===== config.mk =====
export PLATFORM = sky130hd
export DESIGN_NAME = probe_frame_checker_unit
export DESIGN_NICKNAME = d
export VERILOG_FILES = /design/src/pfc_pkg.sv /design/src/probe_frame_checker_unit.sv /design/src/pfc_in_reg.sv /design/src/pfc_frame_check.sv /design/src/pfc_out_reg.sv
export SDC_FILE = /design/constraint.sdc
export NUM_CORES = 1
export LEC_CHECK = 0
export ABC_CLOCK_PERIOD_IN_PS = 9700
export CAP_MARGIN = 10
export CORE_AREA = 2 2 181 183
export CTS_CLUSTER_SIZE = 20
export DETAILED_ROUTE_END_ITERATION = 8
export DIE_AREA = 0 0 183 185
export DONT_BUFFER_PORTS = 1
export PLACE_DENSITY = 0.75
export REMOVE_ABC_BUFFERS = 1
export SLEW_MARGIN = 10
export SYNTH_ARGS = -nofsm -noshare
export SYNTH_HDL_FRONTEND = slang
export SYNTH_SLANG_ARGS = --single-unit

===== constraint.sdc =====
create_clock -name clk -period 9.7 [get_ports clk]
set_clock_uncertainty 0.05 [all_clocks]
set_input_delay 1.94 -clock clk [delete_from_list [all_inputs] [get_ports clk]]
set_output_delay 1.94 -clock clk [all_outputs]
set_load 0.1 [all_outputs]

===== src/pfc_pkg.sv =====
// Package for the probe frame checker: shared types, frame layout constants
// and the byte-wide CRC-32C step. Used by every module in src.
package pfc_pkg;

  localparam int unsigned FrameBytes = 28;
  localparam int unsigned CountW     = 5;
  localparam int unsigned NodePos    = 8;
  localparam int unsigned SeqPos     = 12;
  localparam int unsigned StampPos   = 16;
  localparam int unsigned CheckPos   = 24;

  localparam logic [7:0]  MagicN     = 8'h4E;
  localparam logic [7:0]  MagicP     = 8'h50;
  localparam logic [7:0]  MagicR     = 8'h52;
  localparam logic [7:0]  MagicB     = 8'h42;
  localparam logic [7:0]  SizeLo     = 8'(FrameBytes);
  localparam logic [7:0]  SizeHi     = 8'(FrameBytes >> 8);
  localparam logic [31:0] Crc32cPoly = 32'h82F6_3B78;
  localparam logic [31:0] CrcInit    = 32'hFFFF_FFFF;
  localparam logic [7:0]  VersionRst = 8'd1;

  // One input word: a frame byte and its end-of-frame flag.
  typedef struct packed {
    logic [7:0] data_byte;
    logic       last_byte;
  } in_word_t;

  // One result word.
  typedef struct packed {
    logic        accepted;
    logic [31:0] node_id;
    logic [31:0] sequence_number;
    logic [63:0] timestamp_us;
  } res_word_t;

  // Reflected CRC-32C over one byte, bit at a time.
  function automatic logic [31:0] crc32c_byte(input logic [31:0] crc_in,
                                              input logic [7:0]  b);
    logic [31:0] c;
    c = crc_in ^ {24'd0, b};
    for (int k = 0; k < 8; k++) begin
      c = (c >> 1) ^ (c[0] ? Crc32cPoly : 32'd0);
    end
    return c;
  endfunction

endpackage


===== src/probe_frame_checker_unit.sv =====
// Top level of the probe frame checker: input register, frame state and
// result register. Depends on pfc_pkg, pfc_in_reg, pfc_frame_check, pfc_out_reg.
//
//   Channel | Direction | Handshake          | Word
//   in_     | input     | in_valid/in_stall  | data_byte, last_byte
//   out_    | output    | out_valid/out_stall| accepted, node_id, sequence_number,
//           |           |                    | timestamp_us
//   cfg_    | input     | cfg_valid/cfg_ready| expected_version (8 bits)
//
// A byte is taken every cycle unless in_stall is high. Each word passes the input
// register and then the frame state logic. A frame's result is loaded into the
// result register at the same edge at which its last byte leaves the input
// register, and out_valid rises with it. The byte-wide CRC-32C step and the
// 32-bit check compare set the path between the two registers.
// Reset (rst_n low, synchronous) empties both registers, clears the frame state
// and sets the version to 1. While a result waits under out_stall, bytes that do
// not end a frame still go on; only a word that ends a frame waits, and then
// in_stall rises.
module probe_frame_checker_unit (
  input  logic        clk,
  input  logic        rst_n,
  input  logic        in_valid,
  output logic        in_stall,
  input  logic [7:0]  in_data_byte,
  input  logic        in_last_byte,
  output logic        out_valid,
  input  logic        out_stall,
  output logic        out_accepted,
  output logic [31:0] out_node_id,
  output logic [31:0] out_sequence_number,
  output logic [63:0] out_timestamp_us,
  input  logic        cfg_valid,
  output logic        cfg_ready,
  input  logic [7:0]  cfg_expected_version
);
  import pfc_pkg::*;

  logic      [7:0] version_r;
  in_word_t        in_word;
  in_word_t        s1_word;
  logic            s1_valid;
  logic            advance;
  logic            res_load;
  logic            res_ready;
  res_word_t       res_word;
  res_word_t       out_word;

  // The version register takes a write on any cycle; the user must write it only
  // while the block holds no frame in flight, which the block does not enforce.
  assign cfg_ready = 1'b1;

  always_ff @(posedge clk) begin
    if (!rst_n) begin
      version_r <= VersionRst;
    end else if (cfg_valid && cfg_ready) begin
      version_r <= cfg_expected_version;
    end
  end

  assign in_word.data_byte = in_data_byte;
  assign in_word.last_byte = in_last_byte;

  pfc_in_reg u_in_reg (
    .clk      (clk),
    .rst_n    (rst_n),
    .in_valid (in_valid),
    .in_stall (in_stall),
    .in_word  (in_word),
    .advance  (advance),
    .s1_valid (s1_valid),
    .s1_word  (s1_word)
  );

  pfc_frame_check u_frame_check (
    .clk              (clk),
    .rst_n            (rst_n),
    .expected_version (version_r),
    .s1_valid         (s1_valid),
    .s1_word          (s1_word),
    .res_ready        (res_ready),
    .advance          (advance),
    .res_load         (res_load),
    .res_word         (res_word)
  );

  pfc_out_reg u_out_reg (
    .clk       (clk),
    .rst_n     (rst_n),
    .res_load  (res_load),
    .res_word  (res_word),
    .res_ready (res_ready),
    .out_valid (out_valid),
    .out_stall (out_stall),
    .out_word  (out_word)
  );

  assign out_accepted        = out_word.accepted;
  assign out_node_id         = out_word.node_id;
  assign out_sequence_number = out_word.sequence_number;
  assign out_timestamp_us    = out_word.timestamp_us;

  // The input side stalls only with a held word that cannot move on.
  a_stall_needs_word: assert property (@(posedge clk) disable iff (!rst_n)
    in_stall |-> s1_valid && s1_word.last_byte)
    else $error("in_stall raised without a blocked end-of-frame word");

  // An end-of-frame word that leaves the input register shows up as a result.
  a_last_gives_result: assert property (@(posedge clk) disable iff (!rst_n)
    res_load |=> out_valid)
    else $error("frame end did not produce a result");

  // A rejected frame reports all-zero fields.
  a_reject_zero: assert property (@(posedge clk) disable iff (!rst_n)
    out_valid && !out_accepted |->
      out_node_id == 32'd0 && out_sequence_number == 32'd0 &&
      out_timestamp_us == 64'd0)
    else $error("rejected frame carries nonzero fields");

  // A new result never overwrites one that is still stalled.
  a_no_overwrite: assert property (@(posedge clk) disable iff (!rst_n)
    out_valid && out_stall |-> !res_load)
    else $error("result register overwritten while stalled");

endmodule


===== src/pfc_in_reg.sv =====
// Input register of the probe frame checker: holds one word and drives stall.
// Depends on pfc_pkg for the input word type.
module pfc_in_reg (
  input  logic              clk,
  input  logic              rst_n,
  input  logic              in_valid,
  output logic              in_stall,
  input  pfc_pkg::in_word_t in_word,
  input  logic              advance,
  output logic              s1_valid,
  output pfc_pkg::in_word_t s1_word
);
  import pfc_pkg::*;

  logic     s1_valid_r, s1_valid_nxt;
  in_word_t s1_word_r;
  logic     load;

  // The held word blocks new input only when it cannot move on this cycle.
  assign in_stall = s1_valid_r & ~advance;
  assign load     = in_valid & ~in_stall;

  always_comb begin
    s1_valid_nxt = s1_valid_r;
    if (load) begin
      s1_valid_nxt = 1'b1;
    end else if (advance) begin
      s1_valid_nxt = 1'b0;
    end
  end

  always_ff @(posedge clk) begin
    if (!rst_n) begin
      s1_valid_r <= 1'b0;
    end else begin
      s1_valid_r <= s1_valid_nxt;
    end
  end

  always_ff @(posedge clk) begin
    if (load) begin
      s1_word_r <= in_word;
    end
  end

  assign s1_valid = s1_valid_r;
  assign s1_word  = s1_word_r;

endmodule


===== src/pfc_frame_check.sv =====
// Frame state of the probe frame checker: byte count, header check, field
// assembly and running CRC-32C. Depends on pfc_pkg.
module pfc_frame_check (
  input  logic               clk,
  input  logic               rst_n,
  input  logic [7:0]         expected_version,
  input  logic               s1_valid,
  input  pfc_pkg::in_word_t  s1_word,
  input  logic               res_ready,
  output logic               advance,
  output logic               res_load,
  output pfc_pkg::res_word_t res_word
);
  import pfc_pkg::*;

  logic [CountW-1:0] byte_count_r, byte_count_nxt;
  logic [31:0]       crc_r, crc_nxt;
  logic              header_good_r, header_good_nxt;
  logic [31:0]       node_r, node_nxt;
  logic [31:0]       seq_r, seq_nxt;
  logic [63:0]       stamp_r, stamp_nxt;
  logic [31:0]       check_r, check_nxt;
  logic [7:0]        want;
  logic              check_hdr;
  logic [7:0]        b;
  logic              take;
  logic              ok;

  assign b = s1_word.data_byte;

  // Only the last byte of a frame needs room in the result register.
  assign advance  = s1_valid & (~s1_word.last_byte | res_ready);
  assign res_load = advance & s1_word.last_byte;
  assign take     = byte_count_r < CountW'(FrameBytes);

  always_comb begin
    want      = 8'd0;
    check_hdr = 1'b1;
    case (byte_count_r)
      5'd0:    want = MagicN;
      5'd1:    want = MagicP;
      5'd2:    want = MagicR;
      5'd3:    want = MagicB;
      5'd4:    want = expected_version;
      5'd5:    want = 8'd0;
      5'd6:    want = SizeLo;
      5'd7:    want = SizeHi;
      default: check_hdr = 1'b0;
    endcase
  end

  always_comb begin
    header_good_nxt = header_good_r;
    node_nxt        = node_r;
    seq_nxt         = seq_r;
    stamp_nxt       = stamp_r;
    check_nxt       = check_r;
    crc_nxt         = crc_r;
    byte_count_nxt  = byte_count_r;
    if (take) begin
      if (check_hdr && b != want) begin
        header_good_nxt = 1'b0;
      end
      if (byte_count_r inside {[NodePos:SeqPos-1]}) begin
        node_nxt[8*byte_count_r[1:0] +: 8] = b;
      end else if (byte_count_r inside {[SeqPos:StampPos-1]}) begin
        seq_nxt[8*byte_count_r[1:0] +: 8] = b;
      end else if (byte_count_r inside {[StampPos:CheckPos-1]}) begin
        stamp_nxt[8*byte_count_r[2:0] +: 8] = b;
      end else if (byte_count_r >= CountW'(CheckPos)) begin
        check_nxt[8*byte_count_r[1:0] +: 8] = b;
      end
      // The stored check bytes enter the CRC as zero.
      crc_nxt = crc32c_byte(crc_r, (byte_count_r >= CountW'(CheckPos)) ? 8'd0 : b);
    end
    if (byte_count_r < CountW'(FrameBytes + 1)) begin
      byte_count_nxt = byte_count_r + 1'b1;
    end
  end

  assign ok = (byte_count_nxt == CountW'(FrameBytes)) & header_good_nxt &
              ((crc_nxt ^ CrcInit) == check_nxt);

  always_comb begin
    res_word.accepted        = ok;
    res_word.node_id         = ok ? node_nxt  : 32'd0;
    res_word.sequence_number = ok ? seq_nxt   : 32'd0;
    res_word.timestamp_us    = ok ? stamp_nxt : 64'd0;
  end

  always_ff @(posedge clk) begin
    if (!rst_n || res_load) begin
      byte_count_r  <= '0;
      crc_r         <= CrcInit;
      header_good_r <= 1'b1;
      node_r        <= '0;
      seq_r         <= '0;
      stamp_r       <= '0;
      check_r       <= '0;
    end else if (advance) begin
      byte_count_r  <= byte_count_nxt;
      crc_r         <= crc_nxt;
      header_good_r <= header_good_nxt;
      node_r        <= node_nxt;
      seq_r         <= seq_nxt;
      stamp_r       <= stamp_nxt;
      check_r       <= check_nxt;
    end
  end

endmodule


===== src/pfc_out_reg.sv =====
// Result register of the probe frame checker with its valid flag.
// Depends on pfc_pkg for the result word type.
module pfc_out_reg (
  input  logic               clk,
  input  logic               rst_n,
  input  logic               res_load,
  input  pfc_pkg::res_word_t res_word,
  output logic               res_ready,
  output logic               out_valid,
  input  logic               out_stall,
  output pfc_pkg::res_word_t out_word
);
  import pfc_pkg::*;

  logic      out_valid_r, out_valid_nxt;
  res_word_t out_word_r;

  assign res_ready = ~out_valid_r | ~out_stall;

  always_comb begin
    out_valid_nxt = out_valid_r;
    if (res_load) begin
      out_valid_nxt = 1'b1;
    end else if (!out_stall) begin
      out_valid_nxt = 1'b0;
    end
  end

  always_ff @(posedge clk) begin
    if (!rst_n) begin
      out_valid_r <= 1'b0;
    end else begin
      out_valid_r <= out_valid_nxt;
    end
  end

  always_ff @(posedge clk) begin
    if (res_load) begin
      out_word_r <= res_word;
    end
  end

  assign out_valid = out_valid_r;
  assign out_word  = out_word_r;

endmodule


==> qor.csv <==
metric;value;unit
status;completed;
port_buffers;0;
multiInputGateArea;9710;um2
drv_cap;0;
rsz0062_at_grt;false;
synth.avg_cell_area;9.26;um2
hold_viol_final;0;
gp_congestion;0.981;
start_kind;flip-flop;
ys_warn_count;0;
power_density;233;nW/um2
via_count;14900;
synth_area_leaders;dfxtp_1, edfxtp_1, nor2_1;
final.min_clock_period;6140;ps
grt.overflow.total;0;
fin_cells;2352;
crit_arrival;6440;ps
cp_max_fo;60;
vias_per_cell;6.33;
diodes;0;
die_area;33900;um2
crit_type;reg2reg;
synth_area;18900;um2
cts_root_buf;clkbuf_16;
clockBufferDepth;3;
cts_setup_buffers;0;
wl;48100;um
grt_pass1_wl;75300;um
antenna_found_initial;0;
hold_path.class;reg2reg;
yosysMostFrequentCell;nor2_1;
clk-insertion-delay-late;530;ps
grtUsageMet3;4.27;%
max_freq;163;MHz
synthArstFlopShare;0;%
synth_cells;2043;
synth-seq-area-share;43.9;%
die_h;185;um
firstDrtPassIters;5;
cp-end-kind;flip-flop;
drt_iter0_drc;1566;
grt_use_met2;46.8;%
ctsHtreeMaxLevel;2;
setup_viol;0;
dp_hpwl;30000;um
core;32000;um2
use_met1;36.2;%
synth_flop_cell;dfxtp_1;
clkSinkCount;346;
yosys.area.top_type_share;22.0;%
tritoncts;yes;
initial_utilization;59.0;%
holdBufCountCts;0;
busiest_layer;met2;
peakVddDrop;0.000398;V
grt_pass1_vias;13600;
final-seq-area;8310;um2
die_w;183;um
clk_pin_slew_worst_paths;60;ps
drc;0;
ios;154;
area.growth.synth_to_final;5.83;%
relSlewSlack;22.3;%
fill_cells;2634;
drive_gt1_share;11.6;%
grt_usage;27.9;%
post_cts_resized;0;
grt_max_degree;130;
tightest_slew;1170;ps
worstPathRequired;10000;ps
cts_inserted_buffers;38;
wl_per_cell;20.5;um
ys_ff_latch;346;
fin_crit_sh;63.3;%
yosysTopAreaCell;dfxtp_1;
rows;66;
synth_edf_count;138;
p_leak;0.00636;uW
dp_cells;2282;
ant_nets;0;
slew_violations;0;
synthTopCellsByCount;nor2_1, dfxtp_1, a21oi_1;
setup_tns;0;ps
synth_cell_types;72;
fin_nets;1943;
-- registers in the layout (all words and copies together) (netlist names), 8 cells and up --
register / flops
u_frame_check.stamp_r: 64
version_r: 8
u_frame_check.node_r: 32
u_frame_check.check_r: 32
u_frame_check.seq_r: 32
u_frame_check.crc_r: 32
u_in_reg.s1_word: 9
u_out_reg.out_word: 129
-- final timing paths --
path                                         startpoint                                      to  slack (ps)  depth (start not counted)
min              u_frame_check.stamp_r[16]$_SDFFE_PP0P_  u_frame_check.stamp_r[16]$_SDFFE_PP0P_         400                          2
min reg2reg      u_frame_check.stamp_r[16]$_SDFFE_PP0P_  u_frame_check.stamp_r[16]$_SDFFE_PP0P_         400                          2
max          u_frame_check.byte_count_r[0]$_SDFFE_PP0P_    u_out_reg.out_word[37]$_SDFFCE_PN0P_        3560                         13
max reg2reg  u_frame_check.byte_count_r[0]$_SDFFE_PP0P_    u_out_reg.out_word[37]$_SDFFCE_PN0P_        3560                         13
-- area by class of cell --
type	count	share of cell area, %
clock buffer	55	5.57
sequential	346	41.5
clock inverter	14	0.519
timing repair buffer	27	1.17
tap	408	2.55
inverter	10	0.200
multi-input combinational	1492	48.5
-- where the power goes --
group,internal (uW),leakage [uW],switching (uW),total (uW)
sequential,1540,0.00322,57.2,1590
clock,827,0.000592,585,1410
combinational,556,0.00255,1100,1660
-- cell usage in the layout (no fill, tap or decap), types with 9 or more instances in the layout --
cell,count
dfxtp_1,208
nand3_1,48
xor2_1,23
clkbuf_16,39
a211oi_1,9
a22oi_1,36
nand4_1,9
nand2_1,195
buf_4,25
o211ai_1,27
edfxtp_1,138
xnor2_1,77
nor2b_1,22
and3_1,11
and2_1,18
mux2i_1,80
inv_1,9
nor3_2,110
a21boi_0,10
nor2_1,297
o21ai_0,37
or4_1,129
a21oi_1,207
nor3_1,28
xnor3_1,21
-- cells by family (layout without fill, tap and decap cells) --
family | count (synthesis) | count (layout) | share of synthesized area, %
mux | 82 | 82 | 4.37
buf+inv | 205 | 106 | 5.13
xor+xnor | 136 | 136 | 8.68
fa+ha+maj | 6 | 6 | 0.397
flops | 346 | 346 | 43.9
compound gates | 368 | 368 | 11.6
simple gates | 899 | 899 | 25.9
other cells | 1 | 1 | 0.0198
-- routing by layer --
layer / up-vias / wire length, um
met5: - / 0
met4: 0 / 1690
met3: 135 / 3030
met2: 574 / 22900
met1: 7156 / 20500
li1: 7022 / -
-- critical path: stages, from the launching register on --
cell and delay, ps:
dfxtp_1 720, ha_1 590, and3_1 230, ha_1 210, and4bb_2 390, nand2_1 410
mux2i_1 210, a221oi_1 370, nand4_1 140, a2111o_1 420, a2111oi_2 220, nand4b_1 870
buf_4 720, nor3_2 310
-- through the flow --
stage          utilization [%]  area, um2  setup WS (ps)  power (uW)  hold WS (ps)
4_1_cts                   62.4      20000           3620        4640           404
5_1_grt                   62.5      20000           2950        4850           416
6_report                  62.5      20000           3560        4670           403
3_3_place_gp              58.6      18800           3900        3220           391
3_5_place_dp              58.6      18800           3620        3230           396
2_1_floorplan                -      18000          -1430        2700           373
Note: power is estimated with default switching activity, not from simulation.
